===== src/design/qrs_pkg.sv =====
package qrs_pkg;

  localparam int COEF_WIDTH_DEF = 16;
  localparam int FRAC_BITS_DEF  = 16;
  localparam int ROOT_WIDTH     = 40;

  typedef logic [1:0] kind_t;

  localparam kind_t KIND_DISTINCT = 2'd0;
  localparam kind_t KIND_EQUAL    = 2'd1;
  localparam kind_t KIND_COMPLEX  = 2'd2;
  localparam kind_t KIND_INVALID  = 2'd3;

  localparam logic [ROOT_WIDTH-1:0] ROOT_MAX = {1'b0, {(ROOT_WIDTH-1){1'b1}}};
  localparam logic [ROOT_WIDTH-1:0] ROOT_MIN = {1'b1, {(ROOT_WIDTH-1){1'b0}}};

  typedef struct packed {
    kind_t kind;
    logic  neg_one;
    logic  neg_two;
  } div_tag_t;

endpackage


===== src/design/qrs_front.sv =====
module qrs_front #(
  parameter int CW = qrs_pkg::COEF_WIDTH_DEF,
  parameter int F  = qrs_pkg::FRAC_BITS_DEF,
  localparam int MW  = 2*CW + 2,
  localparam int NBW = CW + 1 + F
) (
  input  logic                  clk,
  input  logic                  rst_n,
  input  logic                  in_valid,
  input  logic signed [CW-1:0]  coef_a,
  input  logic signed [CW-1:0]  coef_b,
  input  logic signed [CW-1:0]  coef_c,
  output logic                  out_valid,
  output logic [MW-1:0]         mag,
  output qrs_pkg::kind_t        kind,
  output logic signed [NBW-1:0] nb,
  output logic signed [CW-1:0]  a
);

  localparam int DSW = 2*CW + 3;

  logic                    v0_r, v1_r, v2_r;
  logic signed [CW-1:0]    a0_r, b0_r, c0_r, a1_r, b1_r, a2_r;
  logic signed [2*CW-1:0]  bb1_r, ac1_r;
  logic [MW-1:0]           mag2_r;
  qrs_pkg::kind_t          kind2_r;
  logic signed [NBW-1:0]   nb2_r;

  logic signed [DSW-1:0]   disc_nxt;
  logic [MW-1:0]           mag2_nxt;
  qrs_pkg::kind_t          kind2_nxt;
  logic signed [NBW-1:0]   nb2_nxt;

  always_comb begin
    disc_nxt = DSW'(bb1_r) - (DSW'(ac1_r) <<< 2);
    mag2_nxt = disc_nxt[DSW-1] ? MW'(-disc_nxt) : MW'(disc_nxt);
    nb2_nxt  = -(NBW'(b1_r) <<< F);
    if (a1_r == '0) begin
      kind2_nxt = qrs_pkg::KIND_INVALID;
    end else if (disc_nxt[DSW-1]) begin
      kind2_nxt = qrs_pkg::KIND_COMPLEX;
    end else if (disc_nxt == '0) begin
      kind2_nxt = qrs_pkg::KIND_EQUAL;
    end else begin
      kind2_nxt = qrs_pkg::KIND_DISTINCT;
    end
  end

  always_ff @(posedge clk) begin
    if (!rst_n) begin
      v0_r <= 1'b0;
      v1_r <= 1'b0;
      v2_r <= 1'b0;
    end else begin
      v0_r <= in_valid;
      v1_r <= v0_r;
      v2_r <= v1_r;
    end
  end

  always_ff @(posedge clk) begin
    a0_r    <= coef_a;
    b0_r    <= coef_b;
    c0_r    <= coef_c;
    bb1_r   <= b0_r * b0_r;
    ac1_r   <= a0_r * c0_r;
    a1_r    <= a0_r;
    b1_r    <= b0_r;
    mag2_r  <= mag2_nxt;
    kind2_r <= kind2_nxt;
    nb2_r   <= nb2_nxt;
    a2_r    <= a1_r;
  end

  assign out_valid = v2_r;
  assign mag       = mag2_r;
  assign kind      = kind2_r;
  assign nb        = nb2_r;
  assign a         = a2_r;

endmodule


===== config.mk =====
export PLATFORM = sky130hd
export DESIGN_NAME = qrs_front
export DESIGN_NICKNAME = d
export VERILOG_FILES = /design/src/design/qrs_pkg.sv /design/src/design/qrs_front.sv
export SDC_FILE = /design/constraint.sdc
export NUM_CORES = 2
export LEC_CHECK = 0
export BUFFER_PORTS_ARGS = -buffer_cell sky130_fd_sc_hd__clkbuf_2
export CORE_MARGIN = 2
export CORE_UTILIZATION = 45
export DETAILED_ROUTE_END_ITERATION = 10
export SLEW_MARGIN = 20
export SYNTH_ARGS = -nofsm -noshare
export SYNTH_HDL_FRONTEND = slang
export SYNTH_SLANG_ARGS = --single-unit

===== constraint.sdc =====
create_clock -name clk -period 13.37 [get_ports clk]
set_input_delay 0.6685 -clock clk [delete_from_list [all_inputs] [get_ports clk]]
set_output_delay 0.6685 -clock clk [all_outputs]
set_load 0.03 [all_outputs]

==> reports/metrics.sh <==
STATUS='complete, no violations'
DRV_CAP=0
LAYOUT.CELLS.MOST_COMMON_LIST='sky130_fd_sc_hd__inv_1 (654), sky130_fd_sc_hd__fa_1 (497), sky130_fd_sc_hd__nand2_1 (243), sky130_fd_sc_hd__dfxtp_1 (213), sky130_fd_sc_hd__ha_1 (207)'
LAYOUT_COMMONEST_CELL='sky130_fd_sc_hd__inv_1'
INITIAL_UTILIZATION=0.455
MET1_RESOURCE_USE_GR=0.271
SYNTH_SEQ_AREA_SHARE=0.162
SETUP-VIOLATIONS-FINAL=0
CTS_BUFFERS=26
POST_SYNTH_INST_COUNT=2779
PATH_CLASS='register to register'
CRITICAL_PATH.STARTPOINT_TYPE='register'
VIA_COUNT=18300
GRT_SETUP_UNREPAIRED='no'
FIN_SETUP_TNS_NS=0
GPL.FINAL_WEIGHTED_CONGESTION=0.899
TIMING.CRITICAL_PATH.REQUIRED_NS=13.82
GRT_FIRST_PASS_WIRELENGTH_MM=96.7
CRITICAL_PATH_FANOUTS_MAX=22
TOP_USAGE_LAYER='met2'
YOSYSTOPAREACELLSHARE=0.379
WORST_HOLD_PATH_TYPE='input pin to register'
FLOORPLAN.DIE.HEIGHT_UM=246
MET3_USAGE=0.0220
FMAXACHIEVABLE_MHz=142
MET2_USAGE=0.343
POSTCTSSETUPBUFFERS=0
LAYOUT_CELLS_SIZED_ABOVE_1=0.0665
WORST_PATH_ARRIVAL_NS=7.51
SKEW_NS=0.0212
FINAL_NET_COUNT=3608
LAYOUT-AREA-OVERHEAD-VS-SYNTH_PCT=8.04
SYNTH_AREA_LEADER_CELL='sky130_fd_sc_hd__fa_1'
CLKSLEWWORSTSETUPHOLDPATHS_NS=0.06
SYNTHESIS.AREA_PER_INSTANCE_UM2=9.45
CORE_AREA_MM2=0.0577
HORIZONTAL_DIE_DIMENSION_UM=246
TIGHTESTPINTRANSITION_NS=1.15
DRT_PASS1_ITERATIONS=5
YS.WARNINGS.COUNT=0
SETUP.WORST_PATH.END_CLASS='register'
FINALWIRELENGTH_MM=57.0
ANTENNA_CELLS_INSERTED=0
CLOCK_INSERTION_DELAY_WORST_SKEW_NS=0.57
TOP_LEVEL_PORTS=137
DPL.HPWL_MM=47.5
CLOCKROOTBUFFER='sky130_fd_sc_hd__clkbuf_16'
BUFFER_PORTS.INSERTED=120
DRT-INITIAL-DRC-COUNT=819
HOLD_BUFFERS=0
FIN_CRIT_NS=7.06
FIRST_GLOBAL_VIAS=19900
CTS.PATH.MAX_BUFFERS=3
ROWS=88
GRT_OVERFLOW_TOTAL=0
POSTSYNTH.TOPFLOPCELL='sky130_fd_sc_hd__dfxtp_1'
SYNTHESIS.AREA_MM2=0.0263
POSTSYNTH.ASYNCRESETSHARE=0
CLOCK-SINKS=213
HOLD_VIOL=0
WORST_SLEW_MARGIN_REL=0.235
GRT_MAX_DEGREE=25
SYNTH-EDFF-COUNT=0
TRITONCTS_CLOCK_TREE='done'
CTS-HTREE-LEVELS=1
DRT_ANTENNA_NET_COUNT=0
MAXSLEWVIOLCOUNT=0
RATIO_OF_ROUTED_VIAS_TO_STANDARD_CELLS=5.03
SYNTH_TOP_CELLS_BY_AREA='sky130_fd_sc_hd__fa_1 (38%), sky130_fd_sc_hd__dfxtp_1 (16%), sky130_fd_sc_hd__ha_1 (9.9%)'
GLOBAL_ROUTE.USAGE.TOTAL=0.200
POST_CTS_RESIZE_COUNT=0
DRCVIOLATIONCOUNT=0
MIN_PERIOD_OVER_PERIOD=0.528
DIE_AREA_MM2=0.0603
SYNTH_CELL_TYPE_COUNT=70
WL_PER_CELL_UM=15.7
GRT_ANTENNA_BEFORE_REPAIR=1
YS_SEQ_ELEMENTS=213
metal layers:
metal | vias up | part of all wire
li1 | 8557 | -
met1 | 9336 | 0.43
met2 | 334 | 0.50
met3 | 70 | 0.049
met4 | 0 | 0.021
met5 | - | 0
per-stage QoR:
| step | hold WS, ns | std cells | util | worst slack (ns) | area, µm² |
|---|---|---|---|---|---|
| floorplan | 0.329 | 2794 | - | 6.98 | 26300 |
| global placement | 0.338 | 3590 | 0.476 | 6.49 | 27500 |
| detailed placement | 0.339 | 3590 | 0.476 | 6.42 | 27500 |
| CTS | 0.161 | 3637 | 0.492 | 6.37 | 28400 |
| global route | 0.166 | 3637 | 0.492 | 6.02 | 28400 |
| finish | 0.199 | 3637 | 0.492 | 6.31 | 28400 |
cell type report:
class / instances / area (µm²)
fillers: 5473 / 29300
multi-input cells: 1835 / 19200
flip-flops and latches: 213 / 4260
inverters: 654 / 2450
well taps: 765 / 957
clock buffers: 31 / 679
repair buffers: 123 / 623
clock inverters: 16 / 213
state kept, by name, indices dropped and copies added (netlist names):
| name | count |
|---|---|
| bb1_r | 31 |
| out_valid | 1 |
| b0_r | 16 |
| c0_r | 16 |
| a1_r | 16 |
| ac1_r | 32 |
| v0_r | 1 |
| mag | 33 |
| kind | 2 |
| v1_r | 1 |
| nb | 17 |
| a | 16 |
| a0_r | 16 |
| b1_r | 15 |
cell usage after synthesis, drive strengths merged, types with 17 or more instances:
master	count
a21o	37
fa	497
buf	27
dfxtp	213
o21bai	17
nor3	23
a21oi	102
xnor2	118
o21ai	54
clkbuf	65
nand2b	18
nand3	20
nor2	103
xor2	37
nand2	243
ha	207
inv	654
and2	170
cells by family after synthesis:
group / count (synthesis) / synth area share
other: 1 / 0.000143
AOI/OAI and AO/OA: 306 / 0.0760
and+or+nand+nor: 651 / 0.122
muxes: 3 / 0.00114
buffers and inverters: 746 / 0.110
DFF: 213 / 0.162
adders and majority gates: 704 / 0.477
xor gates and xnor gates: 155 / 0.0517
critical path: stages, from the launching register on:
cell	delay, ns
sky130_fd_sc_hd__dfxtp_1	0.86
sky130_fd_sc_hd__and2_1	0.29
sky130_fd_sc_hd__fa_1	0.44
sky130_fd_sc_hd__inv_1	0.08
sky130_fd_sc_hd__fa_1	0.43
sky130_fd_sc_hd__fa_1	0.52
sky130_fd_sc_hd__inv_1	0.06
sky130_fd_sc_hd__fa_1	0.48
sky130_fd_sc_hd__fa_1	0.49
sky130_fd_sc_hd__inv_1	0.06
sky130_fd_sc_hd__fa_1	0.53
sky130_fd_sc_hd__inv_1	0.04
sky130_fd_sc_hd__ha_1	0.36
sky130_fd_sc_hd__a21o_1	0.20
sky130_fd_sc_hd__a21o_1	0.18
sky130_fd_sc_hd__a211oi_1	0.25
sky130_fd_sc_hd__o21ai_0	0.15
sky130_fd_sc_hd__o211ai_1	0.22
sky130_fd_sc_hd__a21boi_0	0.19
sky130_fd_sc_hd__o21ai_0	0.26
sky130_fd_sc_hd__a21bo_2	0.18
sky130_fd_sc_hd__or4b_2	0.57
sky130_fd_sc_hd__o311ai_0	0.11
final timing paths:
check / from / endpoint / slack [ns] / cells past startpoint
min: coef_a[0] / a0_r[0]$_DFF_P_ / 0.20 / 1
max reg2reg: b0_r[4]$_DFF_P_ / bb1_r[23]$_DFF_P_ / 6.31 / 22
max: b0_r[4]$_DFF_P_ / bb1_r[23]$_DFF_P_ / 6.31 / 22
min reg2reg: a1_r[13]$_DFF_P_ / a[13]$_DFF_P_ / 0.34 / 0
Power is not shown: default switching activity piles up to over one toggle a cycle in this logic, so the estimate is an artifact.
